[config.mk]
export PLATFORM = sky130hd
export DESIGN_NAME = booth_signed_multiplier
export DESIGN_NICKNAME = d
export VERILOG_FILES = /design/src/sv/bsm_pkg.sv /design/src/sv/bsm_step.sv /design/src/sv/booth_signed_multiplier.sv
export SDC_FILE = /design/constraint.sdc
export NUM_CORES = 1
export LEC_CHECK = 0
export ABC_CLOCK_PERIOD_IN_PS = 5100
export BUFFER_PORTS_ARGS = -buffer_cell sky130_fd_sc_hd__buf_2
export CORE_UTILIZATION = 30
export CTS_CLUSTER_SIZE = 28
export DETAILED_ROUTE_END_ITERATION = 7
export SLEW_MARGIN = 20
export SYNTH_ARGS = -nofsm -noshare
export SYNTH_HDL_FRONTEND = slang
export SYNTH_SLANG_ARGS = --single-unit
[constraint.sdc]
create_clock -name clk -period 5.1 [get_ports clk]
set_clock_uncertainty 0.2 [all_clocks]
set_input_delay 0 -clock clk [delete_from_list [all_inputs] [get_ports clk]]
set_output_delay 0 -clock clk [all_outputs]
set_load 0.05 [all_outputs]
[src/sv/bsm_pkg.sv]
// shared widths, operation codes and decode helper for the booth multiplier
package bsm_pkg;

	// fixed field widths of the stream channels
	localparam int unsigned FIELD_W   = 16;
	localparam int unsigned PRODUCT_W = 32;
	localparam int unsigned S_DATA_W  = 2 * FIELD_W;
	localparam int unsigned M_DATA_W  = PRODUCT_W;

	// what one booth step does to the high half
	typedef enum logic [1:0] {
		BOOTH_HOLD = 2'b00,
		BOOTH_ADD  = 2'b01,
		BOOTH_SUB  = 2'b10
	} booth_op_t;

	// radix-2 recoding of the current low bit and the previous bit
	function automatic booth_op_t booth_decode(input logic cur, input logic prev);
		booth_op_t op;
		op = BOOTH_HOLD;
		if (cur && !prev) begin
			op = BOOTH_SUB;
		end else if (!cur && prev) begin
			op = BOOTH_ADD;
		end
		return op;
	endfunction

endpackage

[src/sv/bsm_step.sv]
// one booth step: add or subtract, arithmetic shift, then a registered stage
module bsm_step #(
	parameter int unsigned OPERAND_WIDTH = 16
) (
	input  logic                     clk,
	input  logic                     arst_n,
	input  logic                     in_valid,
	output logic                     in_ready,
	input  logic [OPERAND_WIDTH:0]   in_addend,
	input  logic [OPERAND_WIDTH:0]   in_acc,
	input  logic [OPERAND_WIDTH-1:0] in_low,
	input  logic                     in_prev,
	output logic                     out_valid,
	input  logic                     out_ready,
	output logic [OPERAND_WIDTH:0]   out_addend,
	output logic [OPERAND_WIDTH:0]   out_acc,
	output logic [OPERAND_WIDTH-1:0] out_low,
	output logic                     out_prev
);

	localparam int unsigned W = OPERAND_WIDTH;

	bsm_pkg::booth_op_t op;
	logic [W:0]   sum;
	logic [W:0]   acc_next;
	logic [W-1:0] low_next;
	logic         valid_s1;
	logic [W:0]   addend_s1;
	logic [W:0]   acc_s1;
	logic [W-1:0] low_s1;
	logic         prev_s1;
	logic         load;

	// recode and apply the add or subtract
	always_comb begin
		op = bsm_pkg::booth_decode(in_low[0], in_prev);
		case (op)
			bsm_pkg::BOOTH_ADD: sum = in_acc + in_addend;
			bsm_pkg::BOOTH_SUB: sum = in_acc - in_addend;
			default:            sum = in_acc;
		endcase
	end

	// arithmetic right shift of {acc, low}
	assign acc_next = {sum[W], sum[W:1]};
	assign low_next = {sum[0], in_low[W-1:1]};

	// stage takes an item when empty or when its item moves on
	assign in_ready = !valid_s1 || out_ready;
	assign load     = in_valid && in_ready;

	// stage valid
	always_ff @(posedge clk or negedge arst_n) begin
		if (!arst_n) begin
			valid_s1 <= 1'b0;
		end else if (in_ready) begin
			valid_s1 <= in_valid;
		end
	end

	// stage payload
	always_ff @(posedge clk) begin
		if (load) begin
			addend_s1 <= in_addend;
			acc_s1    <= acc_next;
			low_s1    <= low_next;
			prev_s1   <= in_low[0];
		end
	end

	assign out_valid  = valid_s1;
	assign out_addend = addend_s1;
	assign out_acc    = acc_s1;
	assign out_low    = low_s1;
	assign out_prev   = prev_s1;

endmodule

[src/sv/booth_signed_multiplier.sv]
// top level: pipelined radix-2 booth signed multiplier with stream channels
// Usage:
//   Operand pairs arrive on the s_ channel (s_tvalid, s_tready, s_tdata) and
//   products leave on the m_ channel (m_tvalid, m_tready, m_tdata). An item
//   moves when tvalid and tready are both high at a rising edge of clk.
//   s_tdata carries first_operand in bits 15:0 and second_operand in 31:16,
//   both two's complement; m_tdata carries the 32-bit signed product.
// Pipeline: one registered stage per booth step, the last stage driving m_tdata.
// Throughput: one item per cycle while m_tready is high; as many stages as
//   booth steps, each stage one add or subtract of OPERAND_WIDTH+1 bits.
// Reset: arst_n low clears every stage valid bit at once; no item is held.
// Stall: with m_tready low the last stage holds its product; earlier stages
//   keep filling empty slots, and s_tready falls only once every stage ahead
//   of the input holds an item. Nothing is dropped or repeated.
// Operands are sign-extended or wrapped to OPERAND_WIDTH bits; the product
//   is the low 32 bits of the 2*OPERAND_WIDTH-bit result, zero-filled above.
module booth_signed_multiplier #(
	parameter int unsigned OPERAND_WIDTH = 16
) (
	input  logic                          clk,
	input  logic                          arst_n,
	input  logic                          s_tvalid,
	output logic                          s_tready,
	// fields from bit 0: first_operand[15:0], second_operand[31:16]
	input  logic [bsm_pkg::S_DATA_W-1:0]  s_tdata,
	output logic                          m_tvalid,
	input  logic                          m_tready,
	// fields from bit 0: product[31:0]
	output logic [bsm_pkg::M_DATA_W-1:0]  m_tdata
);

	localparam int unsigned W   = OPERAND_WIDTH;
	localparam int unsigned FW  = bsm_pkg::FIELD_W;
	localparam int unsigned PW  = 2 * W;
	localparam int unsigned OW  = bsm_pkg::PRODUCT_W;

	logic [FW-1:0] first_op;
	logic [FW-1:0] second_op;
	logic [W:0]    addend_in;
	logic [W-1:0]  low_in;
	logic [PW-1:0] wide_product;

	// per-stage links, index 0 is the input side
	logic          valid_p  [0:W];
	logic          ready_p  [0:W];
	logic [W:0]    addend_p [0:W];
	logic [W:0]    acc_p    [0:W];
	logic [W-1:0]  low_p    [0:W];
	logic          prev_p   [0:W];

	assign first_op  = s_tdata[FW-1:0];
	assign second_op = s_tdata[2*FW-1:FW];

	// bring the operands to OPERAND_WIDTH bits
	generate
		if (W >= FW) begin : g_wide_in
			assign addend_in = {{(W + 1 - FW){first_op[FW-1]}}, first_op};
			if (W > FW) begin : g_low_ext
				assign low_in = {{(W - FW){second_op[FW-1]}}, second_op};
			end else begin : g_low_eq
				assign low_in = second_op;
			end
		end else begin : g_narrow_in
			assign addend_in = {first_op[W-1], first_op[W-1:0]};
			assign low_in    = second_op[W-1:0];
		end
	endgenerate

	// first stage input: accumulator clear, previous bit zero
	assign valid_p[0]  = s_tvalid;
	assign s_tready    = ready_p[0];
	assign addend_p[0] = addend_in;
	assign acc_p[0]    = '0;
	assign low_p[0]    = low_in;
	assign prev_p[0]   = 1'b0;

	// one registered stage per booth step
	generate
		for (genvar i = 0; i < W; i++) begin : g_step
			bsm_step #(
				.OPERAND_WIDTH(W)
			) u_step (
				.clk        (clk),
				.arst_n     (arst_n),
				.in_valid   (valid_p[i]),
				.in_ready   (ready_p[i]),
				.in_addend  (addend_p[i]),
				.in_acc     (acc_p[i]),
				.in_low     (low_p[i]),
				.in_prev    (prev_p[i]),
				.out_valid  (valid_p[i+1]),
				.out_ready  (ready_p[i+1]),
				.out_addend (addend_p[i+1]),
				.out_acc    (acc_p[i+1]),
				.out_low    (low_p[i+1]),
				.out_prev   (prev_p[i+1])
			);
		end
	endgenerate

	// last stage drives the output channel
	assign m_tvalid     = valid_p[W];
	assign ready_p[W]   = m_tready;
	assign wide_product = {acc_p[W][W-1:0], low_p[W]};

	generate
		if (PW >= OW) begin : g_cut_out
			assign m_tdata = wide_product[OW-1:0];
		end else begin : g_pad_out
			assign m_tdata = {{(OW - PW){1'b0}}, wide_product};
		end
	endgenerate

endmodule

==> results of run 1 <==
[worst paths after layout]
check,start,endpoint,slack [ns],depth (start not counted)
hold / removal,s_tdata[14],g_step[0].u_step.out_acc[15]$_SDFFCE_PN0P_,0.09,4
hold reg to reg,g_step[5].u_step.out_low[3]$_DFFE_PP_,g_step[6].u_step.out_low[2]$_DFFE_PP_,0.21,0
setup / recovery,g_step[11].u_step.out_addend[3]$_DFFE_PP_,g_step[12].u_step.out_acc[15]$_DFFE_PP_,0.73,12
min in group asynchronous,arst_n,g_step[15].u_step.out_valid$_DFFE_PN0P_,0.14,4
setup reg to reg,g_step[11].u_step.out_addend[3]$_DFFE_PP_,g_step[12].u_step.out_acc[15]$_DFFE_PP_,0.73,12
max in group asynchronous,arst_n,g_step[3].u_step.out_valid$_DFFE_PN0P_,4.34,4
[per-stage QoR]
| stage | worst slack, ns | utilization | hold WS [ns] |
|---|---|---|---|
| after floorplan | 0.828 | - | -0.496 |
| after global placement | 0.942 | 0.320 | -0.176 |
| after detailed placement | 0.838 | 0.320 | -0.172 |
| after CTS | 0.793 | 0.344 | 0.0330 |
| after global routing | 0.519 | 0.344 | 0.0846 |
| final | 0.735 | 0.344 | 0.0893 |
[area by class of cell]
cell class	count	area (µm²)
Multi-Input combinational cell	2716	18900
Sequential cell	783	23400
Fill cell	14100	94100
Tap cell	1903	2380
Antenna cell	1	2.50
Timing Repair Buffer	161	1220
Clock inverter	54	559
Inverter	178	668
Clock buffer	101	2260
[what timing repair did]
item / in CTS / in global routing
endpoints found under the hold margin: 80 / 0
hold buffers: 70 / 0
resized for setup: 0 / 0
[cells in the final DEF (no fill, tap or decap), drive strengths merged, types with 31 or more instances in the layout]
master / n
buf: 92
o31ai: 37
inv: 179
a31oi: 66
nor3b: 41
edfxtp: 767
o21a: 41
nand2b: 71
o21ai: 282
clkbuf: 101
nor2: 286
nor4: 51
mux2: 43
a21oi: 268
xor2: 106
clkinv: 33
a21o: 59
and2: 37
dlygate4sd3: 69
ha: 271
nand2: 269
xnor2: 304
nor3: 87
a211oi: 31
mux2i: 49
[metal layers]
metal | up-vias | routed length (µm) | track usage
met5 | - | 0 | 0
met4 | 0 | 2830 | 0.0442
met3 | 155 | 3200 | 0.0200
met2 | 529 | 47200 | 0.228
met1 | 13500 | 42700 | 0.161
li1 | 14300 | - | -
[kinds of logic (layout without fill, tap and decap cells)]
kind of cell    count (synthesis)  count (layout)
buf+inv                       268             494
mux                            92              92
other cells                     0               1
simple gates                 1012            1012
compound gates                916             916
fa+ha+maj                     286             286
xor+xnor                      410             410
flops                         783             783
[state kept, by name, summed over array words and instances (netlist names)]
register	cells
g_step.u_step.out_addend	240
g_step.u_step.out_valid	16
g_step.u_step.out_acc	256
g_step.u_step.out_prev	15
g_step.u_step.out_low	256
[critical path, delay by kind of cell (launching register included)]
family          cells  cell delay, ns
compound gates      2            0.52
xor+xnor            1            0.15
fa+ha+maj           1            0.24
flops               1            0.50
simple gates        8            2.49
[power by group]
part / internal [mW] / total, mW / switching, mW
clock: 3.63 / 6.21 / 2.58
sequential: 9.01 / 10.0 / 0.998
combinational: 4.37 / 10.3 / 5.93
total: 17.0 / 26.5 / 9.50
==> impl_metrics.env, run 1 <==
export IMPL_stdcell_area_um2=49400
export IMPL_drive_above_1_share=0.0814
export IMPL_finalCritPeriodShare=0.856
export IMPL_cts_sinks=783
export IMPL_chipWidth_um=382
export IMPL_slowest_delay_ns=0.58
export IMPL_synth_top_area_cell="edfxtp_1"
export IMPL_hpwl_mm=73.4
export IMPL_cts_tree="built"
export IMPL_synth_common_cells="edfxtp_1 (767), xnor2_1 (304), nor2_1 (286)"
export IMPL_avgSynthCellArea_um2=11.5
export IMPL_synth_xor_xnor_area_share=0.0829
export IMPL_core_um2=143000
export IMPL_nets=4246
export IMPL_hold_viol=0
export IMPL_place_congestion=0.902
export IMPL_synth_top_area_share=0.532
export IMPL_synth_top_family_by_area="compound AO/OA/AOI/OAI gates"
export IMPL_synth_fp_nets=4089
export IMPL_cp_max_fo=5
export IMPL_start_util=0.302
export IMPL_synth_cell_types=76
export IMPL_htree_levels=3
export IMPL_maxClockFrequency_ghz=0.229
export IMPL_slew_headroom=0.362
export IMPL_wl_per_cell_um=16.3
export IMPL_period_needed_ns=4.37
export IMPL_cts_buffer_depth=3
export IMPL_firstDrtPassIters=6
export IMPL_status="finished, final reports clean"
export IMPL_hp_class="input pin to register"
export IMPL_synth_yosys_seq_area_share=0.541
export IMPL_root_buffer="clkbuf_16"
export IMPL_p_per_area_nw_per_um2=537
export IMPL_synth_seq_cells=783
export IMPL_post_cts_setup_buffers=0
export IMPL_synth_fa_ha_area_frac=0.0852
export IMPL_post_synth_top_count_cell="edfxtp_1"
export IMPL_synthSimpleGateAreaFrac=0.116
export IMPL_ys_flop_type="edfxtp_1"
export IMPL_critPathKind="register to register"
export IMPL_rows=139
export IMPL_start_kind="register"
export IMPL_drv_cap=0
export IMPL_fp_dieArea_um2=146000
export IMPL_synthMuxAreaShare=0.0225
export IMPL_critPathSlowestCell="or4_4"
export IMPL_required_ns=5.29
export IMPL_placed_area_um2=45900
export IMPL_insertion_delay_ns=0.68
export IMPL_cp_arrival_ns=4.55
export IMPL_vias_per_cell=4.82
export IMPL_worst_slew_pin_transition_ns=0.954
export IMPL_syn_to_final_growth_pct=14.1
export IMPL_cp_cell_sequence="or4_4 > nor4_1 > and2_1 > nor2_1 > xnor2_1 > ha_1 > nor3_1 > a21boi_0 > a31oi_1 > nor3_1 > nor3b_1 > nor4_2"
export IMPL_p_total_mw=26.5
export IMPL_vdd_ir_drop_worst_uv=474
export IMPL_ant_nets=0
export IMPL_final_cells=5897
export IMPL_drt_total_wl_mm=95.9
export IMPL_drc=0
export IMPL_track_usage=0.130
export IMPL_grt_pass1_vias=27700
export IMPL_io_pins=70
export IMPL_syn_area_um2=43300
export IMPL_setup_viol=0
export IMPL_grt_ovfl_total=0
export IMPL_synth_area_top_cells="edfxtp_1 (53%), ha_1 (7.8%), xnor2_1 (6.1%)"
export IMPL_dpl_cell_count=5671
export IMPL_synth_yosys_warnings=0
export IMPL_vias=28400
export IMPL_cts_buffers=84
export IMPL_cp_common_cell="nor3_1"
export IMPL_async_flop_share=0.0204
export IMPL_rsz0062_at_grt="no"
export IMPL_grt_max_degree=50
export IMPL_grt_pass1_wl_mm=152
export IMPL_synth_compound_area_share=0.128
export IMPL_setup_tns_ns=0
export IMPL_io_buffers=69
export IMPL_dr_first_iter_drc_count=1705
export IMPL_die_h_um=382
export IMPL_clkTransAtPathRegs_ns=0.06
export IMPL_syn_inst=3767
export IMPL_cp_end_kind="register"
export IMPL_p_leak_nw=18.1
export IMPL_synth_edff_count=767
export IMPL_final_max_slew_violation_count=0
export IMPL_grt_antenna_before_repair=3
Power figures use the tool's default switching activity.
==> run 2: changes to the inputs <==
--- a/config.mk
+++ b/config.mk
@@ -5,7 +5,7 @@
 export SDC_FILE = /design/constraint.sdc
 export NUM_CORES = 1
 export LEC_CHECK = 0
-export ABC_CLOCK_PERIOD_IN_PS = 5100
+export ABC_CLOCK_PERIOD_IN_PS = 3800
 export BUFFER_PORTS_ARGS = -buffer_cell sky130_fd_sc_hd__buf_2
 export CORE_UTILIZATION = 30
 export CTS_CLUSTER_SIZE = 28
==> constraint.sdc (replaced) <==
create_clock -name clk -period 3.8 [get_ports clk]
set_clock_uncertainty 0.2 [all_clocks]
set_input_delay 0 -clock clk [delete_from_list [all_inputs] [get_ports clk]]
set_output_delay 0 -clock clk [all_outputs]
set_load 0.05 [all_outputs]
==> run 2 against run 1 <==
  * Fmax is 16% higher
  * Wire length is 1.9% higher
  * Flip-flop and latch count unchanged
  * Critical endpoint is now g_step[8].u_step.out_acc[15]$_DFFE_PP_
  * Largest cell class unchanged
  * Highest routed layer unchanged
==> impl_metrics.env, run 2 (synthesis results as in run 1) <==
export IMPL_drv_cap=0
export IMPL_nFillCells=14000
export IMPL_start_util=0.302
export IMPL_cts_buffers=85
export IMPL_min_delay_worst_endpoint="g_step[0].u_step.out_low[15]$_SDFFCE_PN0P_"
export IMPL_grt_pass1_vias=28800
export IMPL_core_um2=143000
export IMPL_io_pins=70
export IMPL_hp_class="input pin to register"
export IMPL_final_max_slew_violation_count=0
export IMPL_worstRegToRegCells=15
export IMPL_chipWidth_um=382
export IMPL_status="finished, final reports clean"
export IMPL_dpl_cell_count=5913
export IMPL_finalCritPeriodShare=0.987
export IMPL_critPathKind="register to register"
export IMPL_placed_area_um2=47800
export IMPL_firstDrtPassIters=5
export IMPL_worst_slew_pin_transition_ns=0.923
export IMPL_setup_tns_ns=0
export IMPL_clkTransAtPathRegs_ns=0.06
export IMPL_start_kind="register"
export IMPL_insertion_delay_ns=0.68
export IMPL_vias=29400
export IMPL_holdPathStages=3
export IMPL_drc=0
export IMPL_htree_levels=3
export IMPL_rsz0062_at_grt="yes"
export IMPL_p_leak_nw=19.6
export IMPL_p_per_area_nw_per_um2=712
export IMPL_slew_headroom=0.384
export IMPL_cp_max_fo=4
export IMPL_min_from="s_tdata[0]"
export IMPL_n_antenna_cell=0
export IMPL_place_congestion=0.884
export IMPL_cts_sinks=783
export IMPL_grt_max_degree=50
export IMPL_ant_nets=0
export IMPL_crit_path_start="g_step[7].u_step.out_addend[2]$_DFFE_PP_"
export IMPL_cts_tree="built"
export IMPL_setup_viol=0
export IMPL_vias_per_cell=4.79
export IMPL_rrSetupSlack_ns=0.05
export IMPL_nets=4497
export IMPL_grt_pass1_wl_mm=154
export IMPL_rows=139
export IMPL_wl_per_cell_um=15.9
export IMPL_drt_total_wl_mm=97.7
export IMPL_cp_arrival_ns=3.98
export IMPL_final_common_cell="edfxtp_1"
export IMPL_final_cells=6148
export IMPL_root_buffer="clkbuf_16"
export IMPL_track_usage=0.131
export IMPL_cp_end_kind="register"
export IMPL_final_cell_mix="edfxtp_1 (767), xnor2_1 (304), nor2_1 (280)"
export IMPL_stdcell_area_um2=51900
export IMPL_drive_above_1_share=0.155
export IMPL_r2r_start="g_step[7].u_step.out_addend[2]$_DFFE_PP_"
export IMPL_grt_ovfl_total=0
export IMPL_fp_dieArea_um2=146000
export IMPL_vdd_ir_drop_worst_uv=657
export IMPL_hold_viol=0
export IMPL_fin_util=0.362
export IMPL_required_ns=4.03
export IMPL_multi_input_area_um2=19300
export IMPL_maxClockFrequency_ghz=0.267
export IMPL_hpwl_mm=75.1
export IMPL_die_h_um=382
export IMPL_period_needed_ns=3.75
export IMPL_seq_area_um2=23400
export IMPL_whs_ns=0.0704
export IMPL_grt_antenna_before_repair=2
export IMPL_dr_first_iter_drc_count=2056
export IMPL_cts_buffer_depth=3
export IMPL_io_buffers=69
export IMPL_syn_to_final_growth_pct=19.9
export IMPL_r2r_end="g_step[8].u_step.out_acc[15]$_DFFE_PP_"
run 2: worst max path at each step:
stage	endpoint	slack [ns]
6_report	g_step[8].u_step.out_acc[15]$_DFFE_PP_	0.05
5_1_grt	g_step[8].u_step.out_acc[15]$_DFFE_PP_	-0.15
4_1_cts	g_step[8].u_step.out_acc[15]$_DFFE_PP_	0.01
3_5_place_dp	g_step[8].u_step.out_acc[15]$_DFFE_PP_	-0.05
3_3_place_gp	g_step[8].u_step.out_acc[15]$_DFFE_PP_	-0.02
2_1_floorplan	g_step[8].u_step.out_acc[15]$_DFFE_PP_	0.01
run 2: where the power goes:
part | internal, mW | switching, mW
combinational | 6.66 | 8.35
sequential | 12.1 | 1.25
clock | 5.10 | 3.54
total | 23.9 | 13.1
run 2: layout make-up:
type	instances	area share
flip-flops and latches	783	0.451
multi-input cells	2716	0.372
clock buffers	107	0.0443
clock inverters	50	0.0123
inverters	178	0.0129
repair buffers	411	0.0608
well taps	1903	0.0459
run 2: worst max-delay path, stage by stage (launching register included):
cell and delay (ns):
edfxtp_1 0.39, or4_4 0.58, nor3b_2 0.17, buf_4 0.16, nand2_4 0.05, nor2_4 0.14, a21oi_2 0.07, xnor2_1 0.16
ha_1 0.31, a21o_1 0.20, or3_1 0.30, a31o_2 0.23, a31oi_2 0.14, xor2_1 0.17, nor2_1 0.06, xor2_1 0.17
run 2: per-layer routing:
| layer | up-vias | wire length [µm] | GRT usage |
|---|---|---|---|
| met1 | 14000 | 42500 | 0.160 |
| met3 | 145 | 3650 | 0.0227 |
| met2 | 485 | 49200 | 0.236 |
| met5 | - | 0 | 0 |
| li1 | 14800 | - | - |
| met4 | 0 | 2380 | 0.0376 |
run 2: timing repair:
action | in CTS | in global routing
resized for setup | 8 | 103
endpoints found under the setup margin | 4 | 42
buffers inserted | 0 | 9
hold buffers | 69 | 0
pin swaps | 0 | 37
hold endpoints to repair | 128 | 0
run 2: metrics by stage:
step	power, mW	setup WS [ns]
after global placement	27.9	-0.0157
after global routing	39.5	-0.153
final	37.0	0.0483
after detailed placement	28.1	-0.0481
after CTS	37.0	0.0133
after floorplan	24.1	0.0133
